## config.mk

```make
export PLATFORM = sky130hd
export DESIGN_NAME = dmth_back
export DESIGN_NICKNAME = d
export VERILOG_FILES = /design/src/hw/rtl/dmth_pkg.sv /design/src/hw/rtl/dmth_back.sv
export SDC_FILE = /design/constraint.sdc
export NUM_CORES = 2
export LEC_CHECK = 0
export BUFFER_PORTS_ARGS = -buffer_cell sky130_fd_sc_hd__buf_2
export CORE_ASPECT_RATIO = 1.1
export CORE_UTILIZATION = 45
export CTS_BUF_LIST = sky130_fd_sc_hd__clkbuf_4 sky130_fd_sc_hd__clkbuf_8 sky130_fd_sc_hd__clkbuf_16
export CTS_CLUSTER_SIZE = 40
export DETAILED_ROUTE_END_ITERATION = 6
export PLACE_DENSITY_LB_ADDON = 0.08
export SLEW_MARGIN = 20
export SYNTH_ARGS = -nofsm -noshare
export SYNTH_HDL_FRONTEND = slang
export SYNTH_SLANG_ARGS = --single-unit
```

## constraint.sdc

```tcl
create_clock -name clk -period 18.5 [get_ports clk]
set_input_delay 4.625 -clock clk [delete_from_list [all_inputs] [get_ports clk]]
set_output_delay 4.625 -clock clk [all_outputs]
set_load 0.005 [all_outputs]
```

## src/hw/rtl/dmth_pkg.sv

```systemverilog
// Shared constants, item types and arithmetic helpers for the decimal multilane text hash.
package dmth_pkg;

	localparam int LANES     = 4;
	localparam int ACC_W     = 54;
	localparam int PROD_W    = ACC_W + 4;
	localparam int POS_W     = 17;
	localparam int IV_W      = 15;
	localparam int DIG_W     = 64;
	localparam int NUM_OUT   = 8 * LANES;
	localparam int EIDX_W    = $clog2(NUM_OUT);
	localparam int LIDX_W    = (LANES > 1) ? $clog2(LANES) : 1;
	localparam int BIT_W     = $clog2(ACC_W);
	localparam int Q_DEPTH   = 2;
	localparam int QPTR_W    = $clog2(Q_DEPTH);
	localparam int QCNT_W    = $clog2(Q_DEPTH + 1);
	localparam int ADDR_W    = 3;
	localparam int DATA_W    = 32;

	localparam logic [ACC_W-1:0] MOD16    = 54'd10000000000000000;
	localparam logic [ACC_W-1:0] MIN16    = 54'd1000000000000000;
	localparam logic [ACC_W-1:0] SEED     = 54'd5555555555555555;
	localparam logic [POS_W-1:0] POS_MAX  = 17'd131071;
	localparam logic [IV_W-1:0]  IV_RESET = 15'd10000;
	localparam logic [6:0]       CHAR_BIAS = 7'd32;
	localparam logic [6:0]       NUM_MOD   = 7'd100;
	localparam logic [6:0]       NUM_WRAP  = 7'd94;

	// Register byte address of the snapshot interval.
	localparam logic [ADDR_W-1:0] REG_INTERVAL = 3'd0;

	typedef struct packed {
		logic [6:0] character;
		logic       last_input;
	} in_item_t;

	typedef struct packed {
		logic [6:0] digest_char;
		logic       last_char;
	} out_item_t;

	typedef logic [LANES-1:0][ACC_W-1:0] lane_vec_t;

	// Final lane state of one message, handed from front to back.
	typedef struct packed {
		lane_vec_t acc;
		lane_vec_t snap;
	} rec_t;

	typedef enum logic [1:0] {
		BK_IDLE,
		BK_CONV,
		BK_FOLD,
		BK_EMIT
	} back_state_t;

	// (a + b) mod 10^16 for a, b below 10^16.
	function automatic logic [ACC_W-1:0] add_mod(input logic [ACC_W-1:0] a,
	                                             input logic [ACC_W-1:0] b);
		logic [ACC_W:0] t;
		t = {1'b0, a} + {1'b0, b};
		if (t >= {1'b0, MOD16}) begin
			t = t - {1'b0, MOD16};
		end
		return t[ACC_W-1:0];
	endfunction

	// One lane update: ((acc + ch - 32) mod 10^16) * mul mod 10^16.
	function automatic logic [ACC_W-1:0] lane_step(input logic [ACC_W-1:0] acc,
	                                               input logic [6:0] ch,
	                                               input logic [3:0] mul);
		logic [ACC_W:0]  t;
		logic [6:0]      dv;
		logic [PROD_W-1:0] p;
		logic [PROD_W-1:0] r;
		if (ch >= CHAR_BIAS) begin
			dv = ch - CHAR_BIAS;
			t = {1'b0, acc} + (ACC_W+1)'(dv);
		end else begin
			dv = CHAR_BIAS - ch;
			t = {1'b0, acc} + {1'b0, MOD16} - (ACC_W+1)'(dv);
		end
		if (t >= {1'b0, MOD16}) begin
			t = t - {1'b0, MOD16};
		end
		p = PROD_W'(t[ACC_W-1:0]) * PROD_W'(mul);
		r = p;
		// The product is below 9 * 10^16; strip whole multiples of the modulus.
		for (int j = 1; j <= 8; j++) begin
			if (p >= PROD_W'(j) * PROD_W'(MOD16)) begin
				r = p - PROD_W'(j) * PROD_W'(MOD16);
			end
		end
		return r[ACC_W-1:0];
	endfunction

	// Double-dabble correction: every BCD digit of 5 or more gains 3.
	function automatic logic [DIG_W-1:0] bcd_adj(input logic [DIG_W-1:0] d);
		logic [DIG_W-1:0] r;
		r = d;
		for (int i = 0; i < DIG_W / 4; i++) begin
			if (d[4*i +: 4] >= 4'd5) begin
				r[4*i +: 4] = d[4*i +: 4] + 4'd3;
			end
		end
		return r;
	endfunction

	// Two BCD digits to a binary number below 100.
	function automatic logic [6:0] pair_bin(input logic [7:0] p);
		return 7'({p[7:4], 3'b000}) + 7'({p[7:4], 1'b0}) + 7'(p[3:0]);
	endfunction

	// (a + b) mod 100 for a, b below 100.
	function automatic logic [6:0] add_mod100(input logic [6:0] a, input logic [6:0] b);
		logic [7:0] s;
		s = {1'b0, a} + {1'b0, b};
		if (s >= {1'b0, NUM_MOD}) begin
			s = s - {1'b0, NUM_MOD};
		end
		return s[6:0];
	endfunction

endpackage

```

## src/hw/rtl/dmth_back.sv

```systemverilog
// Back part: turns one message record into its digest and emits it one character per item.
module dmth_back (
	input  logic                 clk,
	input  logic                 arst_n,
	input  logic                 q_nonempty,
	input  dmth_pkg::rec_t       head,
	output logic                 pop,
	output logic                 dig_valid,
	input  logic                 dig_stall,
	output dmth_pkg::out_item_t  dig_item
);
	import dmth_pkg::*;

	back_state_t              state_q;
	back_state_t              state_nx;
	lane_vec_t                dbin_q;
	lane_vec_t                sbin_q;
	logic [LANES*DIG_W-1:0]   digits_q;
	logic [7:0]               sbcd_q [LANES];
	logic [BIT_W-1:0]         bit_q;
	logic [LIDX_W-1:0]        lane_q;
	logic [EIDX_W-1:0]        emit_q;
	logic [6:0]               total_q;
	logic                     out_valid_q;
	out_item_t                out_q;
	logic                     slot_free;
	logic                     do_load;
	logic                     do_conv;
	logic                     do_fold;
	logic                     do_emit;
	logic                     emit_last;
	logic                     conv_done;
	logic                     fold_done;
	logic [6:0]               num;
	logic [6:0]               num_fixed;
	logic [DIG_W-1:0]         dadj [LANES];
	logic [DIG_W-1:0]         sadj [LANES];
	lane_vec_t                dstart;

	assign slot_free = ~out_valid_q | ~dig_stall;
	assign emit_last = (emit_q == EIDX_W'(NUM_OUT - 1));
	assign conv_done = (bit_q == BIT_W'(ACC_W - 1));
	assign fold_done = (lane_q == LIDX_W'(LANES - 1));

	// Sequencer: load a record, convert to decimal, fold snapshot sums, emit.
	always_ff @(posedge clk or negedge arst_n) begin
		if (!arst_n) begin
			state_q <= BK_IDLE;
		end else begin
			state_q <= state_nx;
		end
	end

	always_comb begin
		state_nx = state_q;
		do_load  = 1'b0;
		do_conv  = 1'b0;
		do_fold  = 1'b0;
		do_emit  = 1'b0;
		case (state_q)
			BK_IDLE: begin
				if (q_nonempty) begin
					do_load  = 1'b1;
					state_nx = BK_CONV;
				end
			end
			BK_CONV: begin
				do_conv = 1'b1;
				if (conv_done) begin
					state_nx = BK_FOLD;
				end
			end
			BK_FOLD: begin
				do_fold = 1'b1;
				if (fold_done) begin
					state_nx = BK_EMIT;
				end
			end
			BK_EMIT: begin
				if (slot_free) begin
					do_emit = 1'b1;
					if (emit_last) begin
						state_nx = BK_IDLE;
					end
				end
			end
			default: begin
				state_nx = BK_IDLE;
			end
		endcase
	end

	assign pop = do_load;

	// Per-lane digest value and one double-dabble step for each lane.
	always_comb begin
		for (int k = 0; k < LANES; k++) begin
			dstart[k] = add_mod(head.acc[k], head.snap[k]);
			if (dstart[k] < MIN16) begin
				dstart[k] = dstart[k] + MIN16;
			end
			dadj[k] = bcd_adj(digits_q[(LANES-1-k)*DIG_W +: DIG_W]);
			sadj[k] = bcd_adj(DIG_W'(sbcd_q[k]));
		end
	end

	// Current two-digit number, with the snapshot total folded into the last one.
	always_comb begin
		num = pair_bin(digits_q[LANES*DIG_W-1 -: 8]);
		if (emit_last) begin
			num = add_mod100(num, total_q);
		end
		num_fixed = num;
		if (num == '0) begin
			num_fixed = 7'd1;
		end
		if (num > NUM_WRAP) begin
			num_fixed = num - NUM_WRAP;
		end
	end

	// Conversion datapath.
	always_ff @(posedge clk) begin
		if (do_load) begin
			dbin_q   <= dstart;
			sbin_q   <= head.snap;
			digits_q <= '0;
			for (int k = 0; k < LANES; k++) begin
				sbcd_q[k] <= '0;
			end
			total_q  <= '0;
		end
		if (do_conv) begin
			for (int k = 0; k < LANES; k++) begin
				digits_q[(LANES-1-k)*DIG_W +: DIG_W] <= {dadj[k][DIG_W-2:0], dbin_q[k][ACC_W-1]};
				dbin_q[k] <= dbin_q[k] << 1;
				sbcd_q[k] <= {sadj[k][6:0], sbin_q[k][ACC_W-1]};
				sbin_q[k] <= sbin_q[k] << 1;
			end
		end
		if (do_fold) begin
			total_q <= add_mod100(total_q, pair_bin(sbcd_q[lane_q]));
		end
		if (do_emit) begin
			digits_q <= digits_q << 8;
		end
	end

	// Step counters.
	always_ff @(posedge clk or negedge arst_n) begin
		if (!arst_n) begin
			bit_q  <= '0;
			lane_q <= '0;
			emit_q <= '0;
		end else begin
			if (do_load) begin
				bit_q  <= '0;
				lane_q <= '0;
				emit_q <= '0;
			end
			if (do_conv) begin
				bit_q <= bit_q + 1'b1;
			end
			if (do_fold && !fold_done) begin
				lane_q <= lane_q + 1'b1;
			end
			if (do_emit) begin
				emit_q <= emit_q + 1'b1;
			end
		end
	end

	// Output register; it holds while the receiver stalls.
	always_ff @(posedge clk or negedge arst_n) begin
		if (!arst_n) begin
			out_valid_q <= 1'b0;
		end else if (do_emit) begin
			out_valid_q <= 1'b1;
		end else if (!dig_stall) begin
			out_valid_q <= 1'b0;
		end
	end

	always_ff @(posedge clk) begin
		if (do_emit) begin
			out_q.digest_char <= num_fixed + CHAR_BIAS;
			out_q.last_char   <= emit_last;
		end
	end

	assign dig_valid = out_valid_q;
	assign dig_item  = out_q;

endmodule

```

==> results.json <==
{
  "die_w_um": 366.4,
  "wire_per_inst_um": 18.86,
  "cts-buffers-inserted": 90,
  "yosys.area_share.simple_pct": 20.54,
  "dr.pass1.iters": 6,
  "dieArea_um2": 147600,
  "cts_resized": 0,
  "root_buffer": "clkbuf_16",
  "cp_top_family": "simple AND/OR/NAND/NOR gates",
  "min_path_cells": 2,
  "ctsHoldBuffers": 0,
  "fmax_mhz": 78.25,
  "slew_viol_final": 0,
  "critPathBufInv": 3,
  "vdd_ir_drop_max_v": 0.00007147,
  "drc": 0,
  "grt_pass1_wl_um": 303200,
  "final_nets": 8898,
  "async_reset_ff_share_pct": 2.130,
  "cts_max_level": 3,
  "port_buffers": 445,
  "synthAdderAreaFrac_pct": 8.203,
  "most-common-layout-cells": "nand2_1, o21ai_0, edfxtp_1, a21oi_1, nor2_1",
  "syn_area_per_cell_um2": 8.388,
  "finalWorstPathRequiredPeriod_ps": 12780,
  "vias_per_cell": 5.943,
  "critical_path_class": "in2reg",
  "finClkSkew_ps": 30.95,
  "cts.sinks": 751,
  "holdCritStartpoint": "dbin_q[0]$_SDFFE_PP0P_",
  "synth_warnings": 0,
  "rsz0062_at_grt": "false",
  "tns_ps": 0,
  "postCtsSetupBuffers": 0,
  "initialDrtViolationCount": 4564,
  "design.core.area_um2": 144500,
  "rrSetupSlack_ps": 12900,
  "yosys.area_share.xor_xnor_pct": 7.632,
  "synth_top_family_by_area": "compound AO/OA/AOI/OAI gates",
  "grt_overflow": 0,
  "required_ps": 18940,
  "syn2layout_area_growth_pct": 10.24,
  "synth_seq_cells": 751,
  "whs_ps": 456.4,
  "ys.flop_type": "edfxtp_1",
  "p_per_area_nw_per_um2": 78.60,
  "arrival_ps": 13220,
  "synthesis.nets": 8699,
  "clkTransAtPathRegs_ps": 60,
  "grt_start_max_net_pins": 191,
  "yosysUniqueCellTypes": 119,
  "num_rows": 146,
  "drive_above_1_share_pct": 9.961,
  "maxCapViolCount": 0,
  "timing.rr.end": "dig_item[3]$_DFFE_PP_",
  "worst_hold_path.endpoint": "dbin_q[0]$_SDFFE_PP0P_",
  "cp_max_fo": 35,
  "insertion_delay_ps": 700,
  "muxShareOfSynthArea_pct": 1.229,
  "cts_tree": "built",
  "start_kind": "input port",
  "hold_violations": 0,
  "slowest_delay_ps": 760,
  "initial_core_util_pct": 45.50,
  "final_common_cell": "nand2_1",
  "worst_pin_slew_ps": 1068,
  "synth_area_um2": 65740,
  "endpoint_kind": "flop",
  "synthCells": 7838,
  "max_slew_margin_pct": 27.89,
  "gp_congestion": 0.8981,
  "hpwl_um": 142200,
  "run_status": "finished, final reports clean",
  "fin_crit_sh_pct": 69.08,
  "ant_nets": 0,
  "clock_path_buffers": 3,
  "setup_viol": 0,
  "chipHeight_um": 402.9,
  "p_leak_nw": 27.94,
  "vias": 59663,
  "synth-compound-area-share_pct": 24.51,
  "rr_worst_depth": 19,
  "io_pins": 446,
  "ys_seq_area_share_pct": 33.94,
  "antenna_found_initial": 9,
  "crit_slowest_cell": "o21ai_4",
  "routed_wirelength_um": 189300,
  "r2r_start": "digits_q[251]$_DFFE_PP_",
  "first_global_vias": 56715,
  "min_path_type": "reg2reg",
  "grt.total_usage_pct": 24.61,
  "synth-edff-count": 719
}
kinds of logic after synthesis:
family / after synthesis
and+or+nand+nor: 2838
AOI/OAI and AO/OA: 2524
DFF: 751
buffers and inverters: 660
xor gates and xnor gates: 572
adders and majority gates: 425
muxes: 68
state kept, by name, summed over array words and instances (netlist names):
name       count
digits_q     256
bit_q          6
state_q        2
dig_valid      1
sbin_q       216
sbcd_q        32
total_q        7
dbin_q       216
dig_item       8
lane_q         2
emit_q         5
power by group:
group          switching [mW]  total [mW]  internal, mW
registers                   0        1.83          1.83
logic                    1.25        1.96         0.711
clock network           0.767        1.90          1.13
tightest hold or removal path: stages, from the launching register on:
cell	delay, ps
dfxtp_1	310
nand2_1	50
a21oi_1	50
cells in the mapped netlist (20+ instances only):
library cell  instances  area (um2)
nand3_1             178       890.9
a21oi_1             630        3153
nor4b_1              20       175.2
a211oi_1             71       533.0
o21ai_1              21       105.1
nor4_1               57       356.6
or3_1                72       450.4
and3_1               59       369.1
o21ai_0             775        3879
inv_1               267        1002
and4_1               28       245.2
o31a_1               22       192.7
nor3b_1              88       660.6
xor2_1              197        1725
mux2_2               22       247.7
o32ai_1              69       604.3
buf_2                62       310.3
a31oi_1              61       381.6
or4_1                23       172.7
and2_1               82       513.0
or2_2                26       162.7
a22o_1               49       429.2
a21o_1              136        1021
o21bai_1             38       285.3
clkbuf_1            302        1134
ha_1                415        5192
mux2i_1              38       380.4
o21a_1               64       480.5
nand2_1            1188        4459
xnor2_1             374        3276
nor2_1              516        1937
nand4_1             113       706.9
a211o_1              25       219.0
nand2b_1            124       775.7
nor2b_1              24       150.1
o31ai_1              91       683.2
edfxtp_1            719       21590
o22ai_1              86       538.0
o211ai_1             72       540.5
nor3_1              175       875.8
through the flow:
| step | total power [mW] | setup slack (ps) | area (um2) | util [%] | instances |
|---|---|---|---|---|---|
| 2_1_floorplan | 3.321 | 1715 | 65750 | - | 7838 |
| 3_3_place_gp | 3.792 | 5297 | 69330 | 47.98 | 9869 |
| 3_5_place_dp | 3.801 | 5232 | 69330 | 47.98 | 9869 |
| 4_1_cts | 5.725 | 5913 | 72450 | 50.14 | 10036 |
| 5_1_grt | 5.990 | 5446 | 72470 | 50.15 | 10037 |
| 6_report | 5.697 | 5721 | 72480 | 50.16 | 10040 |
layer usage:
| layer | GRT usage [%] | vias to the layer above | share of wire [%] |
|---|---|---|---|
| met2 | 40.16 | 1399 | 46 |
| met4 | 6.261 | 12 | 2.1 |
| met1 | 34.64 | 28511 | 47 |
| met5 | 0 | - | 0.042 |
| li1 | - | 29499 | - |
| met3 | 2.650 | 242 | 4.5 |
area by class of cell:
type	instances	area (um2)
inverters	269	1027
well taps	1924	2407
flip-flops and latches	751	22310
diodes	4	10.01
repair buffers	498	2658
clock buffers	118	2516
fillers	13913	72020
clock inverters	49	608.1
multi-input cells	6427	40940
worst max path at each step:
stage / end / cells after the start / from
floorplan: digits_q[4]$_SDFFE_PP0P_ / 5 / q_nonempty
global placement: dbin_q[182]$_DFFE_PP_ / 26 / head[174]
detailed placement: dbin_q[183]$_DFFE_PP_ / 26 / head[174]
CTS: dbin_q[182]$_DFFE_PP_ / 26 / head[174]
global route: dbin_q[183]$_DFFE_PP_ / 26 / head[174]
finish: dbin_q[182]$_DFFE_PP_ / 26 / head[174]
Power figures use the tool's default switching activity.
