--- config.mk ---
export PLATFORM = sky130hd
export DESIGN_NAME = dmth_queue
export DESIGN_NICKNAME = d
export VERILOG_FILES = /design/src/hw/rtl/dmth_pkg.sv /design/src/hw/rtl/dmth_queue.sv
export SDC_FILE = /design/constraint.sdc
export NUM_CORES = 1
export LEC_CHECK = 0
export BUFFER_PORTS_ARGS = -buffer_cell sky130_fd_sc_hd__clkbuf_2
export CAP_MARGIN = 20
export CORE_AREA = 8 8 332 334
export DETAILED_ROUTE_END_ITERATION = 12
export DIE_AREA = 0 0 340 342
export HOLD_SLACK_MARGIN = 0.08
export SLEW_MARGIN = 20
export SYNTH_ARGS = -nofsm -noshare
export SYNTH_HDL_FRONTEND = slang
export SYNTH_SLANG_ARGS = --single-unit
--- constraint.sdc ---
create_clock -name clk -period 18.8 [get_ports clk]
set_input_delay 3.76 -clock clk [delete_from_list [all_inputs] [get_ports clk]]
set_output_delay 3.76 -clock clk [all_outputs]
set_load 0.02 [all_outputs]
--- src/hw/rtl/dmth_pkg.sv ---
// Shared constants, item types and arithmetic helpers for the decimal multilane text hash.
package dmth_pkg;

	localparam int LANES     = 4;
	localparam int ACC_W     = 54;
	localparam int PROD_W    = ACC_W + 4;
	localparam int POS_W     = 17;
	localparam int IV_W      = 15;
	localparam int DIG_W     = 64;
	localparam int NUM_OUT   = 8 * LANES;
	localparam int EIDX_W    = $clog2(NUM_OUT);
	localparam int LIDX_W    = (LANES > 1) ? $clog2(LANES) : 1;
	localparam int BIT_W     = $clog2(ACC_W);
	localparam int Q_DEPTH   = 2;
	localparam int QPTR_W    = $clog2(Q_DEPTH);
	localparam int QCNT_W    = $clog2(Q_DEPTH + 1);
	localparam int ADDR_W    = 3;
	localparam int DATA_W    = 32;

	localparam logic [ACC_W-1:0] MOD16    = 54'd10000000000000000;
	localparam logic [ACC_W-1:0] MIN16    = 54'd1000000000000000;
	localparam logic [ACC_W-1:0] SEED     = 54'd5555555555555555;
	localparam logic [POS_W-1:0] POS_MAX  = 17'd131071;
	localparam logic [IV_W-1:0]  IV_RESET = 15'd10000;
	localparam logic [6:0]       CHAR_BIAS = 7'd32;
	localparam logic [6:0]       NUM_MOD   = 7'd100;
	localparam logic [6:0]       NUM_WRAP  = 7'd94;

	// Register byte address of the snapshot interval.
	localparam logic [ADDR_W-1:0] REG_INTERVAL = 3'd0;

	typedef struct packed {
		logic [6:0] character;
		logic       last_input;
	} in_item_t;

	typedef struct packed {
		logic [6:0] digest_char;
		logic       last_char;
	} out_item_t;

	typedef logic [LANES-1:0][ACC_W-1:0] lane_vec_t;

	// Final lane state of one message, handed from front to back.
	typedef struct packed {
		lane_vec_t acc;
		lane_vec_t snap;
	} rec_t;

	typedef enum logic [1:0] {
		BK_IDLE,
		BK_CONV,
		BK_FOLD,
		BK_EMIT
	} back_state_t;

	// (a + b) mod 10^16 for a, b below 10^16.
	function automatic logic [ACC_W-1:0] add_mod(input logic [ACC_W-1:0] a,
	                                             input logic [ACC_W-1:0] b);
		logic [ACC_W:0] t;
		t = {1'b0, a} + {1'b0, b};
		if (t >= {1'b0, MOD16}) begin
			t = t - {1'b0, MOD16};
		end
		return t[ACC_W-1:0];
	endfunction

	// One lane update: ((acc + ch - 32) mod 10^16) * mul mod 10^16.
	function automatic logic [ACC_W-1:0] lane_step(input logic [ACC_W-1:0] acc,
	                                               input logic [6:0] ch,
	                                               input logic [3:0] mul);
		logic [ACC_W:0]  t;
		logic [6:0]      dv;
		logic [PROD_W-1:0] p;
		logic [PROD_W-1:0] r;
		if (ch >= CHAR_BIAS) begin
			dv = ch - CHAR_BIAS;
			t = {1'b0, acc} + (ACC_W+1)'(dv);
		end else begin
			dv = CHAR_BIAS - ch;
			t = {1'b0, acc} + {1'b0, MOD16} - (ACC_W+1)'(dv);
		end
		if (t >= {1'b0, MOD16}) begin
			t = t - {1'b0, MOD16};
		end
		p = PROD_W'(t[ACC_W-1:0]) * PROD_W'(mul);
		r = p;
		// The product is below 9 * 10^16; strip whole multiples of the modulus.
		for (int j = 1; j <= 8; j++) begin
			if (p >= PROD_W'(j) * PROD_W'(MOD16)) begin
				r = p - PROD_W'(j) * PROD_W'(MOD16);
			end
		end
		return r[ACC_W-1:0];
	endfunction

	// Double-dabble correction: every BCD digit of 5 or more gains 3.
	function automatic logic [DIG_W-1:0] bcd_adj(input logic [DIG_W-1:0] d);
		logic [DIG_W-1:0] r;
		r = d;
		for (int i = 0; i < DIG_W / 4; i++) begin
			if (d[4*i +: 4] >= 4'd5) begin
				r[4*i +: 4] = d[4*i +: 4] + 4'd3;
			end
		end
		return r;
	endfunction

	// Two BCD digits to a binary number below 100.
	function automatic logic [6:0] pair_bin(input logic [7:0] p);
		return 7'({p[7:4], 3'b000}) + 7'({p[7:4], 1'b0}) + 7'(p[3:0]);
	endfunction

	// (a + b) mod 100 for a, b below 100.
	function automatic logic [6:0] add_mod100(input logic [6:0] a, input logic [6:0] b);
		logic [7:0] s;
		s = {1'b0, a} + {1'b0, b};
		if (s >= {1'b0, NUM_MOD}) begin
			s = s - {1'b0, NUM_MOD};
		end
		return s[6:0];
	endfunction

endpackage

--- src/hw/rtl/dmth_queue.sv ---
// Short queue of finished message records between the front and back parts.
module dmth_queue (
	input  logic           clk,
	input  logic           arst_n,
	input  logic           push,
	input  dmth_pkg::rec_t push_rec,
	output logic           full,
	output logic           nonempty,
	input  logic           pop,
	output dmth_pkg::rec_t head
);
	import dmth_pkg::*;

	rec_t              mem_q [Q_DEPTH];
	logic [QPTR_W-1:0] wr_q;
	logic [QPTR_W-1:0] rd_q;
	logic [QCNT_W-1:0] cnt_q;

	assign full     = (cnt_q == QCNT_W'(Q_DEPTH));
	assign nonempty = (cnt_q != '0);
	assign head     = mem_q[rd_q];

	// Entry storage.
	always_ff @(posedge clk) begin
		if (push) begin
			mem_q[wr_q] <= push_rec;
		end
	end

	// Pointers and fill count.
	always_ff @(posedge clk or negedge arst_n) begin
		if (!arst_n) begin
			wr_q  <= '0;
			rd_q  <= '0;
			cnt_q <= '0;
		end else begin
			if (push) begin
				wr_q <= (wr_q == QPTR_W'(Q_DEPTH - 1)) ? '0 : wr_q + 1'b1;
			end
			if (pop) begin
				rd_q <= (rd_q == QPTR_W'(Q_DEPTH - 1)) ? '0 : rd_q + 1'b1;
			end
			if (push && !pop) begin
				cnt_q <= cnt_q + 1'b1;
			end else if (pop && !push) begin
				cnt_q <= cnt_q - 1'b1;
			end
		end
	end

endmodule

==> flow_summary_export.csv, run 1 <==
group,metric,value,unit
worst_setup_path,slowest_stage,"dfrtp_4",
timing,finalSetupViolCount,0,
route,drc,0,
timing,relSlewSlack,28.9,%
worst_setup_path,cp-start-kind,"register",
route,final_antenna_net_count,0,
global_routing,grt_usage,13.5,%
timing,rsz0062_at_grt,"false",
power,powerDensity,163,nW/um^2
timing,tightest_slew,1070,ps
synth,ys_seq_elements,868,
power,p_leak,16.7,nW
route,drt-total-wl,82.8,mm
die,rows,119,
global_routing,grt_pass1_wl,118,mm
placement,dp_hpwl,60.8,mm
worst_setup_path,worstSetupPathType,"reg2out",
route,viasPerCell,4.30,
clock_tree,numClockSinks,868,
timing,final_period_minus_worst_setup_slack,8620,ps
global_routing,overflow,0,
worst_setup_path,cp_num_buf_inv,4,
clock_tree,cts.hold.buffers_added,0,
outcome,outcome,"complete, no violations",
worst_setup_path,cp_max_fo,122,
global_routing,first_global_vias,17700,
clock_tree,clk_path_buf_depth,3,
synth,syn_avg_cell_area,24.2,um^2
die,die_h,342,um
worst_setup_path,slowest_delay,1070,ps
die,ioPinCount,870,
cells_and_area,final_common_cell,"clkbuf_2",
die,die-width,340,um
worst_setup_path,worst_path_dominant_cell_family,"buffers and inverters",
placement,place_congestion,0.807,
cells_and_area,drive_above_1_share,61.4,%
route,wire_per_inst,21.9,um
worst_setup_path,required,15040,ps
timing,slew_viol_final,0,
synth,syn-instance-count,1360,
cells_and_area,most-common-layout-cells,"clkbuf_2 (869), edfxtp_1 (864), mux2_4 (370)",
worst_setup_path,crit_path_end_kind,"primary output",
synth,ys_seq_area_share,79.1,%
timing,hold_viol_final,0,
route,first_pass_iters,5,
clock_tree,cts_tree,"built",
synth,yosys_warnings,0,
clock_tree,cts_made_buffers,91,
timing,setup_tns,0,ps
worst_setup_path,cp.arrival,4860,ps
global_routing,grt_max_degree,150,
cells_and_area,nNetsFinal,2728,
power,irDropWorstVdd,101,uV
clock_tree,clk_latency,650,ps
timing,finalClockSkew,24.4,ps
synth,synth_nets,1797,
worst_setup_path,worstPathCellList,"buf_4, buf_12, buf_4, mux2_4, clkbuf_2",
timing,fin_crit_sh,45.9,%
job,maxCapViolCount,0,
clock_tree,clockRootBuffer,"clkbuf_16",
synth,syn_area,32900,um^2
route,drtIter0Drc,878,
clock_tree,cts_setup_buffers,0,
clock_tree,cts_htree_levels,3,
cells_and_area,syn2layout_area_growth,26.6,%
route,num_vias,16200,
die,core-area,105000,um^2
cells_and_area,nFillCells,9454,
clock_tree,clk_pin_slew,60,ps
die,die_area,116000,um^2
global_routing,antenna_found_initial,27,
die,initial_core_util,31.5,%
timing,fmax,0.116,GHz
cells_and_area,stdcell_area,41700,um^2
synth,synthDistinctLibCells,15,
min_path,min_path_type,"reg2reg",
clock_tree,cts_resized,0,
placement,placed_cell_area,38600,um^2
worst_setup_path,cpMostUsedCell,"buf_4",
placement,io_buffers,869,
==> per-layer routing <==
| metal | vias to the layer above | GRT usage (%) | part of all wire, % |
|---|---|---|---|
| met5 | - | 0 | 0.066 |
| met2 | 664 | 23.3 | 52 |
| met3 | 147 | 6.09 | 9.9 |
| li1 | 7336 | - | - |
| met4 | 8 | 6.18 | 3.5 |
| met1 | 8083 | 13.9 | 35 |
==> final cells by class <==
cell class / count / area [um^2] / area share (%)
flip-flops and latches: 868 / 26000 / 62.5
multi-input cells: 443 / 6350 / 15.2
repair buffers: 886 / 4500 / 10.8
clock buffers: 107 / 2380 / 5.71
well taps: 1391 / 1740 / 4.17
clock inverters: 60 / 624 / 1.50
diodes: 18 / 45.0 / 0.108
inverters: 1 / 3.75 / 0.00900
==> worst paths after layout <==
path | cells after the start | from | slack (ps) | end
max | 5 | rd_q | 10180 | head[151]
min | 1 | cnt_q[1] | 480 | cnt_q[1]
max reg2reg | 3 | wr_q | 15240 | mem_q[1][289]
min reg2reg | 1 | cnt_q[1] | 480 | cnt_q[1]
max in group asynchronous | 1 | arst_n | 15720 | rd_q
min in group asynchronous | 1 | arst_n | 2920 | rd_q
==> power by group <==
group          leakage, nW  switching [mW]  internal [mW]
logic                 7.04            1.36          0.954
clock network         1.46           0.728           1.06
registers             8.15           0.115           2.57
total                 16.7            2.20           4.58
==> cells in the mapped netlist <==
| cell | count | area [um^2] |
|---|---|---|
| and2_1 | 1 | 6.26 |
| buf_2 | 6 | 30.0 |
| buf_6 | 31 | 349 |
| buf_8 | 11 | 165 |
| dfrtp_1 | 4 | 100 |
| edfxtp_1 | 864 | 25900 |
| ha_1 | 1 | 12.5 |
| inv_1 | 1 | 3.75 |
| mux2_2 | 62 | 698 |
| mux2_4 | 370 | 5560 |
| nor2_1 | 1 | 3.75 |
| nor2b_1 | 2 | 12.5 |
| or2_2 | 1 | 6.26 |
| xnor2_1 | 1 | 8.76 |
| xor2_1 | 4 | 35.0 |
==> per-stage QoR <==
step           setup slack [ps]  total power [mW]  hold WS, ps  std cells  utilization, %
3_5_place_dp              10810              5.09          472       3589            36.9
4_1_cts                   10050              6.90          487       3756            39.8
5_1_grt                    9910              7.08          514       3773            39.8
3_3_place_gp              10930              5.05          470       3589            36.9
2_1_floorplan              3360              4.56          447       1360               -
6_report                  10180              6.78          485       3774            39.8
==> cell families after synthesis <==
family        share of synthesized area [%]
flops                                  79.1
xor+xnor                              0.133
simple gates                         0.0874
buf+inv                                1.66
mux                                    19.0
fa+ha+maj                            0.0380
==> flip-flops by register name (all words and copies together), names as in the netlist <==
signal / count
cnt_q: 2
mem_q: 864
rd_q: 1
wr_q: 1
==> worst reg2reg max path, cell delays in order (launching register included) <==
cell and delay (ps):
dfrtp_1 420, and2_4 800, buf_4 880, buf_4 940
No activity file was read; power rests on OpenSTA's default activity.
==> run 2: changes to the inputs <==
Settings changed: ABC_AREA from default to 1, CORE_AREA 8 8 332 334 to 8 8 335 337, DIE_AREA 0 0 340 342 to 0 0 343 345.
Clock period 18.8 ns to 9 ns, I/O delays scaled along.
==> flow_summary_export.csv, run 2 <==
group,metric,value,unit
outcome,outcome,"complete, no violations",
cells_and_area,top_regs,"mem_q x864, cnt_q x2",
synth,synth_async_sr_flop_share,0.461,%
power,powerDensity,338,nW/um^2
job,maxCapViolCount,0,
clock_tree,cts_htree_levels,3,
power,finalPower,14.1,mW
timing,hold_ws,506,ps
clock_tree,clk_path_buf_depth,3,
die,core-area,107000,um^2
min_path,min_path_type,"reg2reg",
synth,synth_top_area_cell,"edfxtp_1",
clock_tree,cts.hold.buffers_added,0,
clock_tree,clockRootBuffer,"clkbuf_16",
global_routing,antenna_found_initial,23,
placement,dp_slack,4260,ps
route,final_antenna_net_count,0,
timing,final_period_minus_worst_setup_slack,5420,ps
die,die-width,343,um
timing,worst_slack,3580,ps
timing,hold_viol_final,0,
timing,relSlewSlack,20.4,%
die,die_area,118000,um^2
placement,place_congestion,0.815,
route,wire_per_inst,22.1,um
global_routing,grt_max_degree,163,
placement,io_buffers,869,
die,rows,120,
clock_tree,numClockSinks,868,
die,initial_core_util,30.9,%
timing,fin_crit_sh,60.2,%
route,drtIter0Drc,822,
cells_and_area,largest_reg_flops,864,
route,viasPerCell,4.31,
cells_and_area,most-common-layout-cells,"clkbuf_2 (869), edfxtp_1 (864), mux2_4 (370)",
synth,synthDistinctLibCells,15,
global_routing,overflow,0,
timing,finalSetupViolCount,0,
global_routing,first_global_vias,17800,
synth,netlist.area_leader.share,78.8,%
clock_tree,clk_pin_slew,60,ps
timing,slew_viol_final,0,
worst_setup_path,cp-start-kind,"register",
worst_setup_path,slowest_stage,"dfrtp_4",
die,ioPinCount,870,
clock_tree,clk_latency,650,ps
timing,rsz0062_at_grt,"false",
worst_setup_path,slowest_delay,950,ps
cells_and_area,seq_area,26000,um^2
clock_tree,cts_setup_buffers,0,
synth,syn_area,32900,um^2
synth,synth_most_common_cell,"edfxtp_1",
synth,synth_nets,1806,
synth,syn_avg_cell_area,24.1,um^2
synth,yosys-top-cells-area,"edfxtp_1 (79%), mux2_4 (17%), mux2_2 (2.1%), buf_6 (1.1%), buf_8 (0.46%)",
power,p_leak,16.7,nW
synth,ys_seq_elements,868,
route,drt-total-wl,83.8,mm
cells_and_area,nNetsFinal,2741,
cells_and_area,largest-register,"mem_q",
cells_and_area,final_util,39.1,%
clock_tree,cts_tree,"built",
worst_setup_path,required,7200,ps
global_routing,grt_usage,13.5,%
cells_and_area,final_common_cell,"clkbuf_2",
route,num_vias,16300,
clock_tree,cts_resized,0,
synth,yosys_warnings,0,
cells_and_area,syn2layout_area_growth,26.7,%
worst_setup_path,worstSetupPathType,"reg2out",
clock_tree,cts_made_buffers,92,
worst_setup_path,worstPathCellList,"buf_12, buf_4, mux2_4, clkbuf_2",
global_routing,grt_pass1_wl,118,mm
timing,tightest_slew,1190,ps
synth,syn-instance-count,1369,
synth,ys_seq_area_share,79.1,%
die,die_h,345,um
synth,synth_common_cells,"edfxtp_1 (864), mux2_4 (370), mux2_2 (62)",
worst_setup_path,crit_path_end_kind,"primary output",
worst_setup_path,cp.arrival,3620,ps
route,first_pass_iters,5,
timing,setup_tns,0,ps
timing,finalClockSkew,24.4,ps
placement,dp_hpwl,61.3,mm
cells_and_area,drive_above_1_share,61.1,%
synth,synth_top_flop_cell,"edfxtp_1",
synth,synth-edff-count,864,
timing,fmax,0.185,GHz
power,irDropWorstVdd,226,uV
cells_and_area,multi_input_area,6340,um^2
worst_setup_path,cp_max_fo,117,
route,drc,0,
cells_and_area,nFillCells,9746,
run 2: changes by cell type in the layout (fill, tap and decap cells not counted), moves of 2 or more:
cell and change:
nand2_1 +6, inv_1 +5, buf_12 +4, bufinv_16 -4
buf_4 -2, clkbuf_16 +2, clkinvlp_4 -2, diode_2 -2
inv_16 +2, xor2_1 -2
run 2: layout make-up:
cell class | count | area share, %
diodes | 16 | 0.0960
multi-input cells | 446 | 15.2
repair buffers | 889 | 11.0
clock inverters | 51 | 1.16
flip-flops and latches | 868 | 62.4
inverters | 7 | 0.0720
well taps | 1403 | 4.21
clock buffers | 110 | 5.83
run 2: cells by family (layout without fill, tap and decap cells):
kind of cell  after synthesis  in the layout  synth area share [%]
fa+ha+maj                   1              1                0.0380
xor+xnor                    3              3                0.0798
other cells                 0             16                     0
buf+inv                    55           1057                  1.72
flops                     868            868                  79.1
simple gates               10             10                 0.125
mux                       432            432                  19.0
run 2: where the power goes:
| group | internal (mW) | switching [mW] |
|---|---|---|
| Sequential | 5.37 | 0.227 |
| Clock | 2.13 | 1.50 |
| Combinational | 2.01 | 2.88 |
run 2: path summary, 6_finish.rpt:
kind / slack (ps) / cells past startpoint / end / start
min in group asynchronous: 950 / 1 / rd_q / arst_n
worst min-delay path: 510 / 2 / cnt_q[1] / cnt_q[1]
worst min register to register: 510 / 2 / cnt_q[1] / cnt_q[1]
max in group asynchronous: 7910 / 1 / rd_q / arst_n
worst max register to register: 6000 / 3 / mem_q[0][148] / wr_q
worst max-delay path: 3580 / 4 / head[375] / rd_q
run 2: per-layer routing:
metal	vias to the layer above	wire, um	track usage, %
met1	8211	29200	13.8
met4	10	2220	5.39
li1	7369	-	-
met2	619	44900	24.6
met5	-	64	0
met3	126	7350	4.96
run 2: per-stage QoR:
| stage | instances | cell area, um^2 |
|---|---|---|
| after floorplan | 1369 | 33000 |
| after global placement | 3612 | 38700 |
| after detailed placement | 3612 | 38700 |
| after CTS | 3773 | 41700 |
| after global routing | 3787 | 41700 |
| final | 3790 | 41700 |
run 2: worst max-delay path: cells and delay by family (launching register included):
kind	cells	cell delay [ps]
multiplexers	1	350
buffers and inverters	3	1260
flip-flops	1	950
==> run 3: changes to the inputs <==
Clock period 9 ns to 5.5 ns, I/O delays scaled along.
==> flow_summary_export.csv, run 3 (synthesis results as in run 2) <==
group,metric,value,unit
clock_tree,clk_latency,640,ps
timing,finalSetupViolCount,0,
timing,slew_viol_final,0,
clock_tree,numClockSinks,868,
power,p_leak,16.8,nW
die,die_area,118000,um^2
clock_tree,cts_tree,"built",
timing,finalClockSkew,15.9,ps
placement,place_congestion,0.841,
worst_setup_path,worstSetupPathType,"reg2out",
cells_and_area,drive_above_1_share,61.6,%
worst_setup_path,cp_max_fo,27,
timing,tightest_slew,1010,ps
global_routing,grt_max_degree,151,
timing,setup_tns,0,ps
cells_and_area,top_regs,"mem_q x864, cnt_q x2",
job,maxCapViolCount,0,
route,drtIter0Drc,845,
global_routing,overflow,0,
placement,io_buffers,869,
worst_setup_path,required,4400,ps
route,final_antenna_net_count,0,
power,irDropWorstVdd,314,uV
timing,hold_viol_final,0,
outcome,outcome,"complete, no violations",
placement,placed_cell_area,39100,um^2
cells_and_area,stdcell_area,42000,um^2
timing,rsz0062_at_grt,"false",
clock_tree,cts_resized,0,
worst_setup_path,cp.arrival,2620,ps
global_routing,grt_usage,13.9,%
die,die-width,343,um
timing,final_period_minus_worst_setup_slack,3720,ps
worst_setup_path,crit_path_end_kind,"primary output",
timing,worst_slack,1780,ps
route,drc,0,
route,viasPerCell,4.34,
timing,relSlewSlack,32.4,%
cells_and_area,most-common-layout-cells,"clkbuf_2 (869), edfxtp_1 (864), mux2_4 (370)",
global_routing,first_global_vias,18100,
timing,fin_crit_sh,67.7,%
worst_setup_path,cp-start-kind,"register",
cells_and_area,largest-register,"mem_q",
min_path,min_path_type,"in2async",
clock_tree,clockRootBuffer,"clkbuf_16",
clock_tree,cts_setup_buffers,0,
cells_and_area,syn2layout_area_growth,27.5,%
placement,dp_hpwl,65.0,mm
die,ioPinCount,870,
cells_and_area,largest_reg_flops,864,
die,die_h,345,um
clock_tree,cts_made_buffers,91,
global_routing,antenna_found_initial,23,
clock_tree,cts.hold.buffers_added,0,
route,drt-total-wl,86.6,mm
die,core-area,107000,um^2
clock_tree,cts_htree_levels,3,
die,rows,120,
global_routing,grt_pass1_wl,122,mm
placement,dp_slack,1990,ps
clock_tree,clk_pin_slew,60,ps
die,initial_core_util,30.9,%
timing,fmax,0.269,GHz
cells_and_area,final_common_cell,"clkbuf_2",
route,wire_per_inst,22.7,um
cells_and_area,nNetsFinal,2769,
clock_tree,clk_path_buf_depth,3,
route,first_pass_iters,5,
route,num_vias,16500,
power,powerDensity,552,nW/um^2
run 3: cell count changes in the layout (fill, tap and decap cells not counted), moves of 3 or more:
| cell | delta |
|---|---|
| buf_12 | +9 |
| clkbuf_1 | +3 |
| buf_4 | +20 |
| clkinv_1 | -4 |
| clkinv_2 | -3 |
run 3: critical path, cell delays in order (launching register included):
cell and delay [ps]:
dfrtp_4 780, buf_16 300, buf_4 320, mux2_4 320
clkbuf_2 190
run 3: path summary, 6_finish.rpt:
path / cells after the start / slack, ps / startpoint / end
hold / removal: 1 / 260 / arst_n / cnt_q[0]
max in group asynchronous: 1 / 5070 / arst_n / rd_q
min in group clk: 2 / 480 / cnt_q[1] / cnt_q[1]
setup reg to reg: 4 / 2870 / wr_q / mem_q[1][221]
hold reg to reg: 2 / 480 / cnt_q[1] / cnt_q[1]
setup / recovery: 4 / 1780 / rd_q / head[303]
run 3: cell type report:
cell class	count	area, um^2
fillers	9757	64600
flip-flops and latches	868	26000
diodes	14	35.0
well taps	1403	1760
clock inverters	46	458
multi-input cells	446	6360
clock buffers	111	2390
repair buffers	918	4920
inverters	7	42.5
run 3: power by group:
part / total, mW / switching (mW) / internal (mW)
logic: 8.20 / 4.80 / 3.41
registers: 9.12 / 0.351 / 8.77
clock network: 5.86 / 2.48 / 3.39
run 3: per-layer routing:
metal / part of all wire [%] / up-vias / wire, um / global-route usage (%)
met5: 0.070 / - / 61 / 0
met4: 2.7 / 10 / 2310 / 4.99
met3: 8.8 / 138 / 7630 / 5.37
met2: 53 / 646 / 45600 / 25.3
met1: 36 / 8337 / 31000 / 14.3
li1: - / 7410 / - / -
run 3: metrics by stage:
step	hold WS (ps)	power [mW]	utilization, %	std cells
2_1_floorplan	442	15.3	-	1369
3_3_place_gp	454	17.5	36.7	3641
3_5_place_dp	470	17.6	36.7	3641
4_1_cts	199	23.6	39.4	3798
5_1_grt	211	24.1	39.4	3813
6_report	263	23.2	39.4	3813
